<file path="src/sv/assert_macros.svh">
// Assertion macros shared by the chain ordering block.
`ifndef ASSERT_MACROS_SVH
`define ASSERT_MACROS_SVH
`ifndef NO_ASSERTIONS
// Clocked assertion with an explicit clock and active-low reset.
`define COP_ASSERT_CLK(label, clk, rst_n, prop, msg) \
  label: assert property (@(posedge clk) disable iff (!rst_n) prop) else $error(msg);
// Assertion on the block clock and reset.
`define COP_ASSERT(label, prop, msg) `COP_ASSERT_CLK(label, clk_i, rst_ni, prop, msg)
`else
`define COP_ASSERT_CLK(label, clk, rst_n, prop, msg)
`define COP_ASSERT(label, prop, msg)
`endif
`endif

</file>
<file path="src/sv/cop_pkg.sv">
// Shared constants and types of the chain ordering block.
`default_nettype none
package cop_pkg;

  // Number of pair cells in the chain.
  localparam int unsigned CAPACITY = 64;
  // Width of an id.
  localparam int unsigned IdW = 16;
  // Width of a pair count that can hold CAPACITY itself.
  localparam int unsigned CntW = $clog2(CAPACITY + 1);

  // Search transaction that travels down the cell chain.
  typedef struct packed {
    logic           valid;
    logic [IdW-1:0] want;
    logic           found;
    logic [IdW-1:0] own;
  } query_t;

endpackage
`default_nettype wire

</file>
<file path="src/sv/cop_cell.sv">
// One pair cell: stores a pair and checks the passing search transaction.
`default_nettype none
module cop_cell (
  input  wire logic                    clk_i,
  input  wire logic                    rst_ni,
  input  wire logic                    wr_en_i,
  input  wire logic [cop_pkg::IdW-1:0] pred_i,
  input  wire logic [cop_pkg::IdW-1:0] own_i,
  input  wire logic                    active_i,
  input  wire cop_pkg::query_t         query_i,
  output cop_pkg::query_t              query_o
);

  logic [cop_pkg::IdW-1:0] pred_q;
  logic [cop_pkg::IdW-1:0] own_q;
  logic                    valid_q;
  logic [cop_pkg::IdW-1:0] want_q;
  logic                    found_q;
  logic [cop_pkg::IdW-1:0] own_out_q;
  cop_pkg::query_t         query_d;
  logic                    hit;

  // Pair storage, written while the set loads.
  always_ff @(posedge clk_i) begin
    if (wr_en_i) begin
      pred_q <= pred_i;
      own_q  <= own_i;
    end
  end

  // The first active cell that matches claims the search.
  assign hit = active_i && (pred_q == query_i.want) && !query_i.found;

  always_comb begin
    query_d = query_i;
    if (hit) begin
      query_d.found = 1'b1;
      query_d.own   = own_q;
    end
  end

  // Hand the search on to the next cell.
  always_ff @(posedge clk_i or negedge rst_ni) begin
    if (!rst_ni) begin
      valid_q <= 1'b0;
    end else begin
      valid_q <= query_d.valid;
    end
  end

  always_ff @(posedge clk_i) begin
    want_q    <= query_d.want;
    found_q   <= query_d.found;
    own_out_q <= query_d.own;
  end

  assign query_o = '{valid: valid_q, want: want_q, found: found_q, own: own_out_q};

endmodule
`default_nettype wire

</file>
<file path="src/sv/chain_order_from_predecessor_pairs_unit.sv">
// Top level: pair cell chain and walk controller of the chain ordering block.
`default_nettype none
`include "assert_macros.svh"
// Pairs (pred_id, own_id) load one per cycle while busy is low into a chain of CAPACITY
// cells; a pair arriving while all cells are full is dropped. The pair marked last_pair
// starts the walk, and busy stays high until its final result. Each walk step sends one
// search transaction down the cell chain, one cell per cycle. A walk ends on a missing
// successor or once it has emitted as many ids as pairs are stored. The final result is
// shown in the cycle in which busy falls. Results appear on result_strobe_o for one cycle
// each and cannot be stalled by the receiver; last_out_o marks the final one, and
// no_head_o flags a set with no head pair.
module chain_order_from_predecessor_pairs_unit (
  input  wire logic                    clk_i,
  input  wire logic                    rst_ni,
  input  wire logic                    start,
  output logic                         busy,
  input  wire logic [cop_pkg::IdW-1:0] pred_id_i,
  input  wire logic [cop_pkg::IdW-1:0] own_id_i,
  input  wire logic                    last_pair_i,
  output logic                         result_strobe_o,
  output logic [cop_pkg::IdW-1:0]      ordered_id_o,
  output logic                         last_out_o,
  output logic                         no_head_o
);

  typedef enum logic [3:0] {
    ST_IDLE   = 4'b0001,
    ST_LAUNCH = 4'b0010,
    ST_WAIT   = 4'b0100,
    ST_FINAL  = 4'b1000
  } state_e;

  state_e                     state_q, state_d;
  logic [cop_pkg::CntW-1:0]   count_q, count_d;
  logic [cop_pkg::CntW-1:0]   emitted_q, emitted_d;
  logic [cop_pkg::CntW-1:0]   emitted_inc;
  logic [cop_pkg::IdW-1:0]    want_q, want_d;
  logic [cop_pkg::IdW-1:0]    pend_q, pend_d;
  logic                       pend_valid_q, pend_valid_d;
  logic                       res_valid_q, res_valid_d;
  logic [cop_pkg::IdW-1:0]    res_id_q, res_id_d;
  logic                       res_last_q, res_last_d;
  logic                       res_nohead_q, res_nohead_d;
  logic                       accept;
  cop_pkg::query_t            chain [cop_pkg::CAPACITY+1];
  cop_pkg::query_t            tail;
  logic [cop_pkg::CAPACITY:0] chain_valid;

  assign accept      = start && (state_q == ST_IDLE);
  assign busy        = (state_q != ST_IDLE);
  assign emitted_inc = emitted_q + cop_pkg::CntW'(1);
  assign tail        = chain[cop_pkg::CAPACITY];

  // Search transaction entering the first cell.
  assign chain[0] = '{valid: (state_q == ST_LAUNCH), want: want_q, found: 1'b0, own: '0};

  // Row of pair cells.
  for (genvar i = 0; i < cop_pkg::CAPACITY; i++) begin : g_cell
    logic wr_en;
    logic active;

    assign wr_en  = accept && (count_q == cop_pkg::CntW'(i));
    assign active = (cop_pkg::CntW'(i) < count_q);

    cop_cell u_cell (
      .clk_i    (clk_i),
      .rst_ni   (rst_ni),
      .wr_en_i  (wr_en),
      .pred_i   (pred_id_i),
      .own_i    (own_id_i),
      .active_i (active),
      .query_i  (chain[i]),
      .query_o  (chain[i+1])
    );
  end

  for (genvar j = 0; j <= cop_pkg::CAPACITY; j++) begin : g_vld
    assign chain_valid[j] = chain[j].valid;
  end

  // Walk controller. A found id is held back one step, so that the final flag can go on it
  // once the next search has resolved or the pair count is reached.
  always_comb begin
    state_d      = state_q;
    count_d      = count_q;
    emitted_d    = emitted_q;
    want_d       = want_q;
    pend_d       = pend_q;
    pend_valid_d = pend_valid_q;
    res_valid_d  = 1'b0;
    res_id_d     = res_id_q;
    res_last_d   = res_last_q;
    res_nohead_d = res_nohead_q;
    unique case (state_q)
      ST_IDLE: begin
        if (accept) begin
          if (count_q < cop_pkg::CntW'(cop_pkg::CAPACITY)) begin
            count_d = count_q + cop_pkg::CntW'(1);
          end
          if (last_pair_i) begin
            want_d       = '0;
            pend_valid_d = 1'b0;
            emitted_d    = '0;
            state_d      = ST_LAUNCH;
          end
        end
      end
      ST_LAUNCH: begin
        state_d = ST_WAIT;
      end
      ST_WAIT: begin
        if (tail.valid) begin
          if (tail.found) begin
            if (pend_valid_q) begin
              res_valid_d  = 1'b1;
              res_id_d     = pend_q;
              res_last_d   = 1'b0;
              res_nohead_d = 1'b0;
            end
            pend_d       = tail.own;
            pend_valid_d = 1'b1;
            emitted_d    = emitted_inc;
            if (emitted_inc < count_q) begin
              want_d  = tail.own;
              state_d = ST_LAUNCH;
            end else begin
              state_d = ST_FINAL;
            end
          end else begin
            res_valid_d  = 1'b1;
            res_last_d   = 1'b1;
            res_id_d     = pend_valid_q ? pend_q : '0;
            res_nohead_d = !pend_valid_q;
            count_d      = '0;
            emitted_d    = '0;
            pend_valid_d = 1'b0;
            state_d      = ST_IDLE;
          end
        end
      end
      ST_FINAL: begin
        res_valid_d  = 1'b1;
        res_id_d     = pend_q;
        res_last_d   = 1'b1;
        res_nohead_d = 1'b0;
        count_d      = '0;
        emitted_d    = '0;
        pend_valid_d = 1'b0;
        state_d      = ST_IDLE;
      end
      default: begin
        state_d = ST_IDLE;
      end
    endcase
  end

  // Control registers.
  always_ff @(posedge clk_i or negedge rst_ni) begin
    if (!rst_ni) begin
      state_q      <= ST_IDLE;
      count_q      <= '0;
      emitted_q    <= '0;
      pend_valid_q <= 1'b0;
      res_valid_q  <= 1'b0;
    end else begin
      state_q      <= state_d;
      count_q      <= count_d;
      emitted_q    <= emitted_d;
      pend_valid_q <= pend_valid_d;
      res_valid_q  <= res_valid_d;
    end
  end

  // Payload registers.
  always_ff @(posedge clk_i) begin
    want_q       <= want_d;
    pend_q       <= pend_d;
    res_id_q     <= res_id_d;
    res_last_q   <= res_last_d;
    res_nohead_q <= res_nohead_d;
  end

  assign result_strobe_o = res_valid_q;
  assign ordered_id_o    = res_id_q;
  assign last_out_o      = res_last_q;
  assign no_head_o       = res_nohead_q;

  // Only one search transaction is ever in the chain.
  `COP_ASSERT(a_one_query, $onehot0(chain_valid), "more than one search in flight")
  // A search leaves the chain only while the controller waits for it.
  `COP_ASSERT(a_tail_wait, tail.valid |-> (state_q == ST_WAIT), "search result while not waiting")
  // A missing head ends the walk with a zero id.
  `COP_ASSERT(a_nohead_last, (res_valid_q && res_nohead_q) |-> (res_last_q && (res_id_q == '0)), "bad no-head result")
  // The walk never emits more ids than pairs stored.
  `COP_ASSERT(a_emit_bound, (emitted_q <= count_q), "emitted count beyond pair count")
  // A final result returns the block to idle.
  `COP_ASSERT(a_last_idle, (res_valid_q && res_last_q) |-> (state_q == ST_IDLE), "final result while busy")

endmodule
`default_nettype wire

</file>
<file path="config.mk">
export PLATFORM = sky130hd
export DESIGN_NAME = chain_order_from_predecessor_pairs_unit
export DESIGN_NICKNAME = d
export VERILOG_FILES = /design/src/sv/cop_pkg.sv /design/src/sv/cop_cell.sv /design/src/sv/chain_order_from_predecessor_pairs_unit.sv
export VERILOG_INCLUDE_DIRS = /design/src /design/src/sv
export SDC_FILE = /design/constraint.sdc
export NUM_CORES = 2
export LEC_CHECK = 0
export BUFFER_PORTS_ARGS = -buffer_cell sky130_fd_sc_hd__buf_2
export CAP_MARGIN = 20
export CORE_MARGIN = 2
export CORE_UTILIZATION = 35
export DETAILED_ROUTE_END_ITERATION = 8
export GPL_ROUTABILITY_DRIVEN = 1
export PLACE_DENSITY = 0.58
export SYNTH_ARGS = -nofsm -noshare
export SYNTH_HDL_FRONTEND = slang
export SYNTH_HIERARCHICAL = 1
export SYNTH_SLANG_ARGS = --single-unit
</file>
<file path="constraint.sdc">
create_clock -name clk_i -period 5.4 [get_ports clk_i]
set_clock_uncertainty 0.05 [all_clocks]
set_input_delay 0.81 -clock clk_i [delete_from_list [all_inputs] [get_ports clk_i]]
set_output_delay 0.81 -clock clk_i [all_outputs]
set_load 0.01 [all_outputs]
</file>
[Word-level counts from Yosys, hierarchy flattened]
Cells that the tools add are included.
Storage, ports and cells
  flip-flop bits (word level): 4278
  input bits: 36
Cells by class
  $add $sub $neg: 2
  $lt $le $gt $ge: 66
  equality and inequality tests: 140
  mux-type cells: 107
  reductions and logical operators: 266
Operators with widths (number)
  two-way mux 16 bit: 72
  == test 16 bit: 64
  == test 7 x 6 -> 1 bit (second input constant): 32
  < comparator 6 x 7 -> 1 bit (first input constant): 32
  logical AND 1 bit: 192
  == test 7 x 5 -> 1 bit (second input constant): 16
  < comparator 5 x 7 -> 1 bit (first input constant): 16
  logical NOT 1 bit: 64
  case mux 16 bit (2 select lines): 2
  == test 7 x 4 -> 1 bit (second input constant): 8
  < comparator 4 x 7 -> 1 bit (first input constant): 8
  two-way mux 7 bit: 8
  case mux 7 bit (3 select lines): 2
  == test 7 x 3 -> 1 bit (second input constant): 4
  < comparator 3 x 7 -> 1 bit (first input constant): 4
  two-way mux 4 bit: 5
  two-way mux 17 bit: 1
  adder 7 x 1 -> 7 bit (second input constant): 2
  == test 7 x 2 -> 1 bit (second input constant): 2
  < comparator 1 x 7 -> 1 bit (first input constant): 2
  < comparator 2 x 7 -> 1 bit (first input constant): 2
  two-way mux 1 bit: 12
  case mux 4 bit (3 select lines): 1
  AND reduction 3 bit: 3
  19 further kinds: 27

[Longest topological paths before layout]
  depth in word-level cells: 6
  depth in mapped cells: 11
  gate-level depth less buffers: 9

[By module]
Netlist, hierarchy kept.
By module, submodules not included
  cop_cell: times used 64, cells an instance 108, area an instance 2093.3 um^2, sequential area each 1646.6 um^2
  chain_order_from_predecessor_pairs_unit: times used 1, cells an instance 437, area an instance 4026.4 um^2, sequential area each 2003.2 um^2

[Worst setup path before layout]
Ideal clock, no wire load.
  path type: input to register
  start point: input start
  end point: register g_cell[57].u_cell/own_q[0] in the netlist's numbering, enable pin
  arrival time: 4.431 ns
  slack: 0.418 ns
  stages: 5
  path through: nor2b_1 and2_1 buf_6 nand2_1 nor4_1
On the way
  cells in the longest elaborated chain, start to end: 2
Ends and longest elaborated chain
  from (decl): RTL line chain_order_from_predecessor_pairs_unit.sv:15  | input wire logic start,
  logical AND 1 bit: RTL line chain_order_from_predecessor_pairs_unit.sv:49  | assign accept = start && (state_q == ST_IDLE);
  logical AND 1 bit: RTL line chain_order_from_predecessor_pairs_unit.sv:62  | assign wr_en = accept && (count_q == cop_pkg::CntW'(i));
  net g_cell[57].wr_en: RTL line chain_order_from_predecessor_pairs_unit.sv:59  | logic wr_en;
  to (signal assigned): RTL line cop_cell.sv:27  | own_q <= own_i;
  to (decl): RTL line cop_cell.sv:15  | logic [cop_pkg::IdW-1:0] own_q;
The timed path passes the listed nets, and every way through them passes these cells.
A chain may end at the register's enable or synchronous reset.

==> flow_metrics.tcl <==
set metrics [dict create \
    dpl_worst_slack_ps 1470 \
    power_w 0.0673 \
    setup_tns_ps 0 \
    path_clk_slew_ps 70 \
    r2r_start "count_q[1]" \
    crit_arrival_ps 4780 \
    syn_area_per_cell_um2 18.8 \
    core_area_um2 392000 \
    drive_gt1_share_pct 25.0 \
    cts_buffers 400 \
    crit_type "reg -> reg" \
    antenna_found_initial 48 \
    die_h_um 631 \
    fmax_mhz 245 \
    crit_path_start "count_q[1]" \
    dp_hpwl_um 190000 \
    critPathMaxFanout 17 \
    grt_pass1_wl_um 432000 \
    io_buffers 55 \
    viasPerCell 4.48 \
    cp-start-kind "flip-flop" \
    pin_count 56 \
    synthCells 7333 \
    drcViolationCount 0 \
    syn-cell-area_um2 138000 \
    gp_congestion 0.903 \
    hold_path_class "in -> reg" \
    routedWlPerCell_um 22.4 \
    timing.final.ws_setup_ps 1320 \
    status "finished clean" \
    finalCritPeriodShare_pct 75.5 \
    min_period_ps 4080 \
    finalMaxSlewViolations 0 \
    cts_root_buf "clkbuf_16" \
    power.density_nw_per_um2 427 \
    finalHoldViolCount 0 \
    rsz0062_at_grt "no" \
    grt_max_degree 82 \
    dieArea_um2 398000 \
    cts_sinks 4278 \
    die_x_um 631 \
    detail_route.wirelength_um 297000 \
    cts_buffer_depth 4 \
    overflow 0 \
    ctsHtreeMaxLevel 5 \
    clk_latency_ps 910 \
    vias 59369 \
    cts_tree "built" \
    area_delta_synth_final_pct 14.3 \
    setup_viol 0 \
    p_leak_nw 59.0 \
    fp-row-count 230 \
    ir_drop_v 0.000291 \
    layout.nets 7728 \
    post-route-cell-area_um2 157000 \
    dpl-instance-area_um2 144000 \
    dr.pass1.iters 7 \
    worst_pin_slew_ps 1200 \
    cts_resized 0 \
    drt_iter0_markers 4955 \
    initial_core_util_pct 35.1 \
    maxCapViolations 0 \
    grt_pass1_vias 62568 \
    grt.total_usage_pct 14.6 \
    yosys_warnings 6 \
    worst_hold_startpoint "pred_id_i[7]" \
    postRouteAntennaNets 0 \
    worstPathRequired_ps 6100 \
    end_kind "flip-flop" \
    relSlewSlack_pct 19.6 \
]
critical path, cell delays in order (launching register included):
cell	delay [ps]
dfrtp_1	670
nand2_1	450
nor2_1	360
nor2_1	150
o21ai_0	750
nor4b_2	550
nand4_4	480
mux2_4	450
through the flow:
stage | utilization, % | hold WS [ps] | cells
after CTS | 40.1 | 183 | 13242
final | 40.2 | 236 | 13261
after detailed placement | 36.7 | 286 | 12494
after global routing | 40.2 | 204 | 13246
after floorplan | - | 299 | 7350
after global placement | 36.7 | 283 | 12492
cells in the final DEF, fill, tap and decap left out, types with 18 or more instances in the layout:
cell type and n:
edfxtp_1 2098, dfxtp_1 2096, xor2_1 771, mux2_4 577, mux2_2 449, clkbuf_16 419, xnor2_1 258, nor4_1 128
buf_4 122, clkbuf_1 113, dfrtp_1 83, clkinv_2 73, nand2b_1 67, nand4_1 67, nor3_1 65, nor4b_2 65
clkbuf_8 65, nand4_4 64, nand2_1 53, o21ai_0 48, and2_1 37, bufinv_16 33, nor2_2 28, clkinv_1 24
nor2_4 23, buf_2 23, nor2_1 21, a21oi_1 18, conb_1 18
cell type report:
type	count	area, µm²
Tap cell	5220	6530
Timing Repair Buffer	151	1160
Multi-Input combinational cell	2834	29100
Sequential cell	4278	107000
Clock buffer	597	11800
Clock inverter	150	1670
Inverter	16	60.1
Fill cell	34953	235000
Antenna cell	15	37.5
flip-flops by register name, summed over array words and instances, names as in the netlist, 16 cells and up:
name and cells:
g_cell.u_cell/valid_q 64, want_q 16, ordered_id_o 16, g_cell.u_cell/own_out_q 1024, g_cell.u_cell/want_q 1008, g_cell.u_cell/found_q 64, g_cell.u_cell/pred_q 1024, pend_q 16
g_cell.u_cell/own_q 1024
report_power, final:
group	internal [W]	total [W]	switching [W]
Clock	0.0167	0.0284	0.0117
Sequential	0.0351	0.0359	0.000803
Combinational	0.000960	0.00292	0.00196
Total	0.0528	0.0673	0.0145
metal layers:
layer / vias up / GRT usage (%) / routed length (µm)
met2: 1402 / 24.1 / 140000
met1: 30358 / 19.7 / 132000
met5: - / 0 / 127
met3: 559 / 2.55 / 15300
li1: 27030 / - / -
met4: 20 / 4.47 / 9260
worst paths after layout:
kind | to | slack [ps] | cells after the start
hold / removal | g_cell[29].u_cell/pred_q[7] | 240 | 1
hold reg to reg | g_cell[60].u_cell/want_q[0] | 280 | 0
setup reg to reg | g_cell[22].u_cell/own_out_q[12] | 1320 | 7
max in group asynchronous | state_q[0] | 4210 | 4
setup / recovery | g_cell[22].u_cell/own_out_q[12] | 1320 | 7
min in group asynchronous | result_strobe_o | 280 | 2
timing repair:
item                      4_1_cts  5_1_grt
setup buffers                   0        0
hold buffers                    1        0
hold endpoints to repair        3        0
Note: power is estimated with default switching activity, not from simulation.
